==> config.mk <==
export PLATFORM = sky130hd
export DESIGN_NAME = pressure_profile_interpolator_core
export DESIGN_NICKNAME = d
export VERILOG_FILES = /design/src/ppi_pkg.sv /design/src/ppi_dp.sv /design/src/ppi_ctrl.sv /design/src/pressure_profile_interpolator_core.sv
export VERILOG_INCLUDE_DIRS = /design/src /design/src/src
export SDC_FILE = /design/constraint.sdc
export NUM_CORES = 2
export LEC_CHECK = 0
export BUFFER_PORTS_ARGS = -buffer_cell sky130_fd_sc_hd__buf_2
export CORE_MARGIN = 2
export CORE_UTILIZATION = 56
export CTS_CLUSTER_DIAMETER = 200
export DETAILED_ROUTE_END_ITERATION = 10
export GPL_TIMING_DRIVEN = 1
export MAX_ROUTING_LAYER = met4
export PLACE_DENSITY = 0.72
export SYNTH_ARGS = -nofsm -noshare
export SYNTH_HDL_FRONTEND = slang
export SYNTH_SLANG_ARGS = --single-unit
==> constraint.sdc <==
create_clock -name clock -period 14.4 [get_ports clock]
set_clock_uncertainty 0.05 [all_clocks]
set_input_delay 2.16 -clock clock [delete_from_list [all_inputs] [get_ports clock]]
set_output_delay 2.16 -clock clock [all_outputs]
set_load 0.005 [all_outputs]
==> src/assert_macros.svh <==
// Assertion macros for the file that checks its own logic.
`ifndef ASSERT_MACROS_SVH
`define ASSERT_MACROS_SVH

// Same-cycle implication, sampled on the rising clock edge, off during reset.
`define PPI_ASSERT_IMPL(lbl, ante, cons) \
   lbl: assert property (@(posedge clock) disable iff (reset) (ante) |-> (cons)) \
      else $error("pressure profile interpolator assertion failed");

// Next-cycle implication, sampled on the rising clock edge, off during reset.
`define PPI_ASSERT_NEXT(lbl, ante, cons) \
   lbl: assert property (@(posedge clock) disable iff (reset) (ante) |=> (cons)) \
      else $error("pressure profile interpolator assertion failed");

`endif

==> src/ppi_pkg.sv <==
// Package: constants, codes and controller/datapath interface types.
`timescale 1ns / 1ps
`default_nettype none
package ppi_pkg;

   localparam int PROFILE_POINTS = 8;
   localparam int TIME_BITS      = 24;
   localparam int IDX_W          = $clog2(PROFILE_POINTS);
   localparam int P_W            = 16;
   localparam int PROD_W         = P_W + TIME_BITS;
   localparam int DCNT_W         = $clog2(PROD_W);
   localparam int AP_W           = 4;
   localparam int IN_IDX_W       = 3;
   localparam int IN_TIME_W      = 24;
   localparam int KIND_W         = 2;

   localparam logic FUNC_WRITE = 1'b0;
   localparam logic FUNC_QUERY = 1'b1;

   localparam logic [KIND_W-1:0] SEG_BEFORE = 2'd0;
   localparam logic [KIND_W-1:0] SEG_RAMP   = 2'd1;
   localparam logic [KIND_W-1:0] SEG_HOLD   = 2'd2;

   typedef struct packed {
      logic capture;
      logic wr_table;
      logic rd_issue;
      logic chk_step;
      logic setup;
      logic mul;
      logic div_step;
      logic fin_ramp;
      logic fin_last;
      logic fin_ack;
      logic out_load;
   } ppi_cmd_type;

   typedef struct packed {
      logic is_write;
      logic found;
      logic at_last;
      logic div_last;
   } ppi_stat_type;

endpackage
`default_nettype wire

==> src/ppi_dp.sv <==
// Datapath: breakpoint table, segment search registers, multiplier and serial divider.
`timescale 1ns / 1ps
`default_nettype none
module ppi_dp
   import ppi_pkg::*;
(
   input  wire logic                 clock,
   input  wire logic                 reset,
   input  wire logic                 csr_wr_en,
   input  wire logic [AP_W-1:0]      csr_wr_data,
   input  wire logic                 req_func,
   input  wire logic [IN_IDX_W-1:0]  req_point_index,
   input  wire logic [IN_TIME_W-1:0] req_point_time,
   input  wire logic [P_W-1:0]       req_point_pressure,
   input  wire logic [IN_TIME_W-1:0] req_query_time,
   input  wire ppi_cmd_type          cmd,
   output ppi_stat_type              stat,
   output logic [P_W-1:0]            rsp_setpoint,
   output logic [KIND_W-1:0]         rsp_segment_kind
);

   logic [AP_W-1:0]       ap_ff;
   logic                  func_ff;
   logic [IN_IDX_W-1:0]   pidx_ff;
   logic [TIME_BITS-1:0]  ptime_ff;
   logic [P_W-1:0]        ppres_ff;
   logic [TIME_BITS-1:0]  qt_ff;

   logic [TIME_BITS-1:0]  t_mem [PROFILE_POINTS];
   logic [P_W-1:0]        p_mem [PROFILE_POINTS];
   logic [PROFILE_POINTS-1:0] vld_ff;
   logic [TIME_BITS-1:0]  rd_t_ff;
   logic [P_W-1:0]        rd_p_ff;
   logic                  rd_v_ff;

   logic [IDX_W-1:0]      idx_ff;
   logic [TIME_BITS-1:0]  prev_t_ff;
   logic [P_W-1:0]        prev_p_ff;

   logic [TIME_BITS-1:0]  dt_ff;
   logic [TIME_BITS-1:0]  offm_ff;
   logic [P_W-1:0]        dpm_ff;
   logic [P_W-1:0]        p1_ff;
   logic                  neg_ff;

   logic [PROD_W-1:0]     dvd_ff;
   logic [TIME_BITS-1:0]  rem_ff;
   logic [DCNT_W-1:0]     cnt_ff;

   logic [P_W-1:0]        res_val_ff;
   logic [KIND_W-1:0]     res_kind_ff;
   logic [P_W-1:0]        out_val_ff;
   logic [KIND_W-1:0]     out_kind_ff;

   logic [TIME_BITS-1:0]  cur_t;
   logic [P_W-1:0]        cur_p;
   logic [IDX_W-1:0]      last_idx;
   logic [IDX_W-1:0]      waddr;
   logic                  waddr_ok;
   logic [PROD_W-1:0]     prod_c;
   logic [TIME_BITS:0]    shifted;
   logic                  ge;
   logic [P_W:0]          ramp_sum;
   logic [P_W-1:0]        ramp_val;

   // An entry never written reads as the reset value of zero.
   assign cur_t = rd_v_ff ? rd_t_ff : '0;
   assign cur_p = rd_v_ff ? rd_p_ff : '0;

   always_comb begin
      int unsigned n_c;
      n_c = 32'(ap_ff);
      if (n_c == 0) begin
         n_c = 1;
      end
      if (n_c > PROFILE_POINTS) begin
         n_c = PROFILE_POINTS;
      end
      last_idx = IDX_W'(n_c - 1);
   end

   assign waddr    = IDX_W'(pidx_ff);
   assign waddr_ok = 32'(pidx_ff) < 32'(PROFILE_POINTS);

   assign prod_c  = PROD_W'(dpm_ff) * PROD_W'(offm_ff);
   assign shifted = {rem_ff, dvd_ff[PROD_W-1]};
   assign ge      = shifted >= {1'b0, dt_ff};

   // The quotient never exceeds the pressure step, so it fits the low bits.
   always_comb begin
      if (neg_ff) begin
         ramp_sum = {1'b0, p1_ff} - {1'b0, dvd_ff[P_W-1:0]};
         ramp_val = ramp_sum[P_W] ? '0 : ramp_sum[P_W-1:0];
      end else begin
         ramp_sum = {1'b0, p1_ff} + {1'b0, dvd_ff[P_W-1:0]};
         ramp_val = ramp_sum[P_W] ? '1 : ramp_sum[P_W-1:0];
      end
   end

   assign stat.is_write = func_ff == FUNC_WRITE;
   assign stat.found    = (idx_ff != '0) && (qt_ff >= prev_t_ff) && (qt_ff < cur_t);
   assign stat.at_last  = idx_ff == last_idx;
   assign stat.div_last = cnt_ff == '0;

   assign rsp_setpoint     = out_val_ff;
   assign rsp_segment_kind = out_kind_ff;

   always_ff @(posedge clock) begin
      if (reset) begin
         ap_ff  <= AP_W'(1);
         vld_ff <= '0;
      end else begin
         if (csr_wr_en) begin
            ap_ff <= csr_wr_data;
         end
         if (cmd.wr_table && waddr_ok) begin
            vld_ff[waddr] <= 1'b1;
         end
      end
   end

   always_ff @(posedge clock) begin
      if (cmd.wr_table && waddr_ok) begin
         t_mem[waddr] <= ptime_ff;
         p_mem[waddr] <= ppres_ff;
      end
      if (cmd.rd_issue) begin
         rd_t_ff <= t_mem[idx_ff];
         rd_p_ff <= p_mem[idx_ff];
         rd_v_ff <= vld_ff[idx_ff];
      end
   end

   always_ff @(posedge clock) begin
      if (cmd.capture) begin
         func_ff  <= req_func;
         pidx_ff  <= req_point_index;
         ptime_ff <= TIME_BITS'(req_point_time);
         ppres_ff <= req_point_pressure;
         qt_ff    <= TIME_BITS'(req_query_time);
         idx_ff   <= '0;
      end
      if (cmd.chk_step) begin
         idx_ff    <= idx_ff + IDX_W'(1);
         prev_t_ff <= cur_t;
         prev_p_ff <= cur_p;
      end
      if (cmd.setup) begin
         dt_ff   <= cur_t - prev_t_ff;
         offm_ff <= cur_t - qt_ff;
         neg_ff  <= cur_p > prev_p_ff;
         dpm_ff  <= (cur_p > prev_p_ff) ? cur_p - prev_p_ff : prev_p_ff - cur_p;
         p1_ff   <= cur_p;
      end
      if (cmd.mul) begin
         dvd_ff <= prod_c;
         rem_ff <= '0;
         cnt_ff <= DCNT_W'(PROD_W - 1);
      end
      if (cmd.div_step) begin
         rem_ff <= ge ? TIME_BITS'(shifted - {1'b0, dt_ff}) : shifted[TIME_BITS-1:0];
         dvd_ff <= {dvd_ff[PROD_W-2:0], ge};
         cnt_ff <= cnt_ff - DCNT_W'(1);
      end
      if (cmd.fin_ramp) begin
         res_val_ff  <= ramp_val;
         res_kind_ff <= SEG_RAMP;
      end
      if (cmd.fin_last) begin
         if (qt_ff >= cur_t) begin
            res_val_ff  <= cur_p;
            res_kind_ff <= SEG_HOLD;
         end else begin
            res_val_ff  <= '0;
            res_kind_ff <= SEG_BEFORE;
         end
      end
      if (cmd.fin_ack) begin
         res_val_ff  <= '0;
         res_kind_ff <= SEG_BEFORE;
      end
      if (cmd.out_load) begin
         out_val_ff  <= res_val_ff;
         out_kind_ff <= res_kind_ff;
      end
   end

endmodule
`default_nettype wire

==> src/ppi_ctrl.sv <==
// Controller: state machine sequencing the search, multiply, divide and output load.
`timescale 1ns / 1ps
`default_nettype none
module ppi_ctrl
   import ppi_pkg::*;
(
   input  wire logic         clock,
   input  wire logic         reset,
   input  wire logic         req_valid,
   output logic              req_ready,
   output logic              rsp_valid,
   input  wire logic         rsp_ready,
   input  wire ppi_stat_type stat,
   output ppi_cmd_type       cmd
);

   localparam logic [2:0] S_IDLE = 3'd0;
   localparam logic [2:0] S_WR   = 3'd1;
   localparam logic [2:0] S_RD   = 3'd2;
   localparam logic [2:0] S_CHK  = 3'd3;
   localparam logic [2:0] S_MUL  = 3'd4;
   localparam logic [2:0] S_DIV  = 3'd5;
   localparam logic [2:0] S_FIN  = 3'd6;
   localparam logic [2:0] S_OUT  = 3'd7;

   logic [2:0] state_ff;
   logic [2:0] state_in;
   logic       rsp_valid_ff;
   logic       rsp_valid_in;
   logic       out_free;

   assign req_ready = state_ff == S_IDLE;
   assign rsp_valid = rsp_valid_ff;
   assign out_free  = !rsp_valid_ff || rsp_ready;

   always_comb begin
      cmd      = '0;
      state_in = state_ff;
      case (state_ff)
         S_IDLE: begin
            if (req_valid) begin
               cmd.capture = 1'b1;
               state_in    = S_WR;
            end
         end
         S_WR: begin
            // The captured function code decides between a table write and a search.
            if (stat.is_write) begin
               cmd.wr_table = 1'b1;
               cmd.fin_ack  = 1'b1;
               state_in     = S_OUT;
            end else begin
               cmd.rd_issue = 1'b1;
               state_in     = S_CHK;
            end
         end
         S_RD: begin
            cmd.rd_issue = 1'b1;
            state_in     = S_CHK;
         end
         S_CHK: begin
            if (stat.found) begin
               cmd.setup = 1'b1;
               state_in  = S_MUL;
            end else if (stat.at_last) begin
               cmd.fin_last = 1'b1;
               state_in     = S_OUT;
            end else begin
               cmd.chk_step = 1'b1;
               state_in     = S_RD;
            end
         end
         S_MUL: begin
            cmd.mul  = 1'b1;
            state_in = S_DIV;
         end
         S_DIV: begin
            cmd.div_step = 1'b1;
            if (stat.div_last) begin
               state_in = S_FIN;
            end
         end
         S_FIN: begin
            cmd.fin_ramp = 1'b1;
            state_in     = S_OUT;
         end
         S_OUT: begin
            if (out_free) begin
               cmd.out_load = 1'b1;
               state_in     = S_IDLE;
            end
         end
         default: begin
            state_in = S_IDLE;
         end
      endcase
   end

   always_comb begin
      rsp_valid_in = rsp_valid_ff;
      if (cmd.out_load) begin
         rsp_valid_in = 1'b1;
      end else if (rsp_ready) begin
         rsp_valid_in = 1'b0;
      end
   end

   always_ff @(posedge clock) begin
      if (reset) begin
         state_ff     <= S_IDLE;
         rsp_valid_ff <= 1'b0;
      end else begin
         state_ff     <= state_in;
         rsp_valid_ff <= rsp_valid_in;
      end
   end

endmodule
`default_nettype wire

==> src/pressure_profile_interpolator_core.sv <==
// Pressure profile interpolator: breakpoint table with piecewise-linear setpoint lookup.
// Usage: the request channel (req_valid/req_ready) carries one item per transfer.
// With req_func low the item stores one (time, pressure) breakpoint in slot
// req_point_index; with req_func high it asks for the setpoint at req_query_time.
// Every item gives exactly one transfer on the response channel (rsp_valid/rsp_ready):
// a write gives setpoint 0 with kind 0, a query the interpolated or held pressure, or 0.
// csr_wr_en writes the number of active breakpoints; write it only while idle.
// Sequence: a write stores the breakpoint and then loads the output register. A query
// scans the table slot by slot, reading each slot and then checking it; a scan that
// stops without a ramp loads the hold or zero result, and a ramp found at a slot adds a
// multiply, 40 divider steps and a finish step before the output register is loaded.
// One item is in work at a time, as the controller takes no request until it is idle
// again, so req_ready returns in the cycle after the result is loaded.
// A finished response sits in the output register; the next request is taken while
// it waits, but a further result is held back until the receiver takes the first.
// Reset clears the table to zero, sets one active point and empties the output.
`timescale 1ns / 1ps
`default_nettype none
`include "assert_macros.svh"
module pressure_profile_interpolator_core
   import ppi_pkg::*;
(
   input  wire logic                 clock,
   input  wire logic                 reset,
   input  wire logic                 csr_wr_en,
   input  wire logic [AP_W-1:0]      csr_wr_data,
   input  wire logic                 req_valid,
   output logic                      req_ready,
   input  wire logic                 req_func,
   input  wire logic [IN_IDX_W-1:0]  req_point_index,
   input  wire logic [IN_TIME_W-1:0] req_point_time,
   input  wire logic [P_W-1:0]       req_point_pressure,
   input  wire logic [IN_TIME_W-1:0] req_query_time,
   output logic                      rsp_valid,
   input  wire logic                 rsp_ready,
   output logic [P_W-1:0]            rsp_setpoint,
   output logic [KIND_W-1:0]         rsp_segment_kind
);

   ppi_cmd_type  cmd;
   ppi_stat_type stat;

   ppi_ctrl u_ctrl (
      .clock     (clock),
      .reset     (reset),
      .req_valid (req_valid),
      .req_ready (req_ready),
      .rsp_valid (rsp_valid),
      .rsp_ready (rsp_ready),
      .stat      (stat),
      .cmd       (cmd)
   );

   ppi_dp u_dp (
      .clock              (clock),
      .reset              (reset),
      .csr_wr_en          (csr_wr_en),
      .csr_wr_data        (csr_wr_data),
      .req_func           (req_func),
      .req_point_index    (req_point_index),
      .req_point_time     (req_point_time),
      .req_point_pressure (req_point_pressure),
      .req_query_time     (req_query_time),
      .cmd                (cmd),
      .stat               (stat),
      .rsp_setpoint       (rsp_setpoint),
      .rsp_segment_kind   (rsp_segment_kind)
   );

   // Only one item is in work, so a transfer in closes the request side.
   `PPI_ASSERT_NEXT(a_one_in_flight, req_valid && req_ready, !req_ready)
   // A result never overwrites one the receiver has not yet taken.
   `PPI_ASSERT_IMPL(a_no_overwrite, cmd.out_load, !rsp_valid || rsp_ready)
   // Write acknowledgements and times before the profile carry a zero setpoint.
   `PPI_ASSERT_IMPL(a_before_zero, rsp_valid && rsp_segment_kind == SEG_BEFORE,
                    rsp_setpoint == '0)

endmodule
`default_nettype wire
==> results.txt <==
Among the stages of the critical path, the cell type that occurs most often is sky130_fd_sc_hd__fa_1. The worst-skew pair later-pin latency is 0.65 ns. Summing all multi-input logic gate instances after layout gives 21700 µm². In this run the worst hold path is classified as register to register. The number of buffers inserted by hold repair at cts came out at 0. The library cell used most frequently in the layout, excluding fill and tap cells, is sky130_fd_sc_hd__edfxtp_1. The critical path endpoint category is a register. The slew of the pin with the lowest slew margin came out at 1.14 ns. The adder-cell share of the synthesized area came out at 22.0%. The setup path with the least slack is of type register to register. The achievable frequency came out at 0.141 GHz. The via count of the first global-routing pass is 28600. The fraction of synthesized area in multiplexers came out at 5.93%. The most used flip-flop cell after synthesis is sky130_fd_sc_hd__edfxtp_1. The average cell area after synthesis is 11.9 µm². The number of instances resized during post-cts repair is 0.

After the first detailed-routing iteration, the DRC count stood at 2521. In the routed layout, each cell is associated on average with a via count of 5.79. The critical path launch point type is a register. The power density over the cells is 123 nW/µm². After synthesis, the largest area contributor takes up 43.6% of total cell area. The share of the clock period used by the worst path after layout came out at 49.4%. Clock tree synthesis selected as its root buffer the cell sky130_fd_sc_hd__clkbuf_16. The number of buffers added for setup after CTS is 0. Yosys printed 0 warnings.

The final route contains 28100 vias. The synthesized net count is 4367. The xor/xnor cell area share of the yosys netlist is 2.16%. The net count of the finished layout came out at 4425.

The fill cell instance count of the final layout is 5996. Grouping stages by cell kind, the critical path spends the most delay in adder cells. The cell area after placement is 45700 µm². The required time at the endpoint of the critical path came out at 14.72 ns. The initial antenna violation count came to 0. The port buffer count is 96. The sequential element share of the synthesized area is 45.1%.

The flow ran to the end, and the final reports show no timing, DRC or antenna violations. The library cells used most frequently in the layout, excluding fill and tap cells, are sky130_fd_sc_hd__edfxtp_1, sky130_fd_sc_hd__inv_1, sky130_fd_sc_hd__nand2_1. The clock buffer count from CTS is 72. The synthesized netlist devotes 8.74% of its cell area to compound gates. STA puts the critical path data arrival time at 7.43 ns.

The simple-gate area share of the yosys netlist came out at 10.2%. The all-layer global routing usage came out at 25.9%. Max-cap violations in this run came to 0.

Traced cell by cell, the critical path runs through nand2_1, fa_1, fa_1, fa_1, fa_1, inv_1, fa_1, inv_1, fa_1, inv_1, ha_1, a21oi_1, nand2_1, a221oi_2, o211a_1, nor3_1, nor2_1, o21bai_1, a211o_1, a31o_2. The master of the slowest instance on the critical path is sky130_fd_sc_hd__edfxtp_1. Synthesis produced a netlist whose cell count is 3702. In this run the worst path has a maximum fanout of 24.

The pin count of the biggest net entering global routing is 86. The global-route wire length before repair came out at 159000 µm. The leakage power came out at 19.8 nW. The sum of negative setup slack is 0 ns.

For this design the top-level I/O count stands at 97. The number of buffers and inverters on the critical path came out at 3. The maximum buffer depth of the clock tree is 3. The die area is 81100 µm². The height of the die is 285 µm. From left edge to right edge, the die measures 285 µm.

The synthesized design contains 641 enable-type register cells. The half-perimeter wire length after detailed placement is 70900 µm. The number of pins exceeding their max-slew limit in the final report came out at 0. The starting density of the core is 56.8%. After floorplanning, the core was divided into 102 placement rows. The placeable core area came out at 77700 µm². The average wire per standard cell is 20.6 µm. The biggest area consumer among synthesized cells is sky130_fd_sc_hd__edfxtp_1. The aggregate global routing overflow is 0. The number of H-tree branching levels is 3. The worst supply voltage drop on vdd is 112 µV.

TritonCTS built the clock tree. Counting flops and latches in the post-synthesis netlist gives 675. The total clock sinks came out at 675.

The number of antenna diodes in the final layout is 0. The register area is 19900 µm². The count of nets left with antenna violations once routing finished came out at 0.

After clock tree synthesis, the clock-pin slew on the worst setup and hold paths is 0.06 ns. The mapped netlist covers 44200 µm². The remaining max-slew budget at the tightest pin came out at 24.2%. The longest individual stage delay on the worst path is 0.99 ns. The DRC violation count after routing is 0. The total power consumption of the routed design came out at 5.93 mW. The number of detailed-routing iterations run before antenna repair came out at 6.

The largest family of logic cells by synthesized area is adder cells. The congestion estimate from routability-driven global placement came to 0.915. The share of flip-flops with an asynchronous set or reset after synthesis is 0%.

Of the cells placed in the final design, the portion with a size suffix greater than 1 is 10.5%. Setup repair after global routing left no endpoint under its margin. The routed design has 100000 µm of wire. The count of endpoints failing hold in the final timing report is 0.

The design area came out at 48100 µm². The signed area change from the synthesized netlist to the final layout is 8.89%. The number of distinct library cell variants in the gate-level netlist after synthesis came out at 85. The time the worst path needs with I/O delays and setup came out at 7.11 ns.

In the post-synthesis netlist, the biggest area contributors are sky130_fd_sc_hd__edfxtp_1, sky130_fd_sc_hd__fa_1, sky130_fd_sc_hd__ha_1. The final-report setup violation count came out at 0. The share of the core filled with cells is 61.9%.
## metal layers
| metal | up-vias | track usage (%) | wire (µm) |
|---|---|---|---|
| li1 | 12900 | - | - |
| met3 | 137 | 3.66 | 6420 |
| met2 | 973 | 42.1 | 48800 |
| met1 | 14100 | 34.8 | 42500 |
| met4 | 0 | 6.62 | 2240 |
| met5 | - | - | 0 |
## metrics by stage
stage | instances | worst slack [ns] | hold slack [ns]
finish | 4856 | 7.29 | 0.379
CTS | 4856 | 7.31 | 0.376
detailed placement | 4726 | 7.34 | 0.371
floorplan | 3702 | 5.33 | 0.358
global route | 4856 | 6.91 | 0.391
global placement | 4726 | 7.44 | 0.369
## worst register-to-register path: cells and delay by family (launching register included)
family,cells,cell delay (ns)
AND/OR/NAND/NOR,4,0.63
adder cells (fa/ha/maj),7,3.46
AO/OA/AOI/OAI,6,1.60
buffers and inverters,3,0.17
flip-flops,1,0.99
## cell families after synthesis
kind of cell               count (synthesis)
muxes                                    153
adders and majority gates                588
and+or+nand+nor                          927
buffers and inverters                    679
AOI/OAI and AO/OA                        571
DFF                                      675
xor gates and xnor gates                 109
## where the power goes
part / internal (mW) / switching, mW
Combinational: 0.645 / 0.940
Sequential: 2.40 / 0.100
Clock: 1.06 / 0.783
## cell type report
| class | instances | share of cell area, % |
|---|---|---|
| Multi-Input combinational cell | 2348 | 45.2 |
| Inverter | 533 | 4.16 |
| Tap cell | 1040 | 2.71 |
| Clock buffer | 101 | 4.08 |
| Clock inverter | 29 | 0.885 |
| Sequential cell | 675 | 41.4 |
| Timing Repair Buffer | 130 | 1.56 |
## registers in the layout, indices dropped and copies added (netlist names), 3 cells and up
signal and count:
u_dp.rem_ff 24, u_dp.rd_t_ff 24, u_dp.dt_ff 24, u_dp.prev_t_ff 24, u_dp.vld_ff 8, u_dp.ptime_ff 24, u_dp.rsp_setpoint 16, u_dp.ppres_ff 16
u_dp.res_val_ff 16, u_dp.offm_ff 24, u_dp.cnt_ff 6, u_dp.pidx_ff 3, u_dp.p1_ff 16, u_dp.ap_ff 4, u_ctrl.state_ff 3, u_dp.prev_p_ff 16
u_dp.dvd_ff 40, u_dp.p_mem 128, u_dp.dpm_ff 16, u_dp.qt_ff 24, u_dp.idx_ff 3, u_dp.rd_p_ff 16, u_dp.t_mem 192
## cell usage after synthesis, types with 18 or more instances
| master | number |
|---|---|
| sky130_fd_sc_hd__edfxtp_1 | 641 |
| sky130_fd_sc_hd__nand3_1 | 26 |
| sky130_fd_sc_hd__xnor2_1 | 70 |
| sky130_fd_sc_hd__o31ai_1 | 20 |
| sky130_fd_sc_hd__o21ai_0 | 89 |
| sky130_fd_sc_hd__ha_1 | 275 |
| sky130_fd_sc_hd__mux2_2 | 44 |
| sky130_fd_sc_hd__nor2_1 | 164 |
| sky130_fd_sc_hd__a21oi_1 | 149 |
| sky130_fd_sc_hd__o21bai_1 | 18 |
| sky130_fd_sc_hd__a21o_1 | 74 |
| sky130_fd_sc_hd__clkbuf_1 | 111 |
| sky130_fd_sc_hd__mux2i_1 | 26 |
| sky130_fd_sc_hd__nand2b_1 | 28 |
| sky130_fd_sc_hd__xor2_1 | 39 |
| sky130_fd_sc_hd__nand2_1 | 352 |
| sky130_fd_sc_hd__nand4_1 | 23 |
| sky130_fd_sc_hd__a211oi_1 | 35 |
| sky130_fd_sc_hd__mux4_2 | 82 |
| sky130_fd_sc_hd__dfxtp_1 | 34 |
| sky130_fd_sc_hd__fa_1 | 313 |
| sky130_fd_sc_hd__nor2b_1 | 28 |
| sky130_fd_sc_hd__o21a_1 | 19 |
| sky130_fd_sc_hd__a31oi_1 | 29 |
| sky130_fd_sc_hd__nor3_1 | 41 |
| sky130_fd_sc_hd__inv_1 | 533 |
| sky130_fd_sc_hd__and2_1 | 185 |
| sky130_fd_sc_hd__o41ai_1 | 18 |
## final timing paths
kind,startpoint,end,slack (ns),depth (start not counted)
setup / recovery,u_dp.dpm_ff[3],u_dp.dvd_ff[35],7.29,20
hold / removal,u_dp.res_val_ff[7],u_dp.rsp_setpoint[7],0.38,0
setup reg to reg,u_dp.dpm_ff[3],u_dp.dvd_ff[35],7.29,20
hold reg to reg,u_dp.res_val_ff[7],u_dp.rsp_setpoint[7],0.38,0
Power figures use the tool's default switching activity.
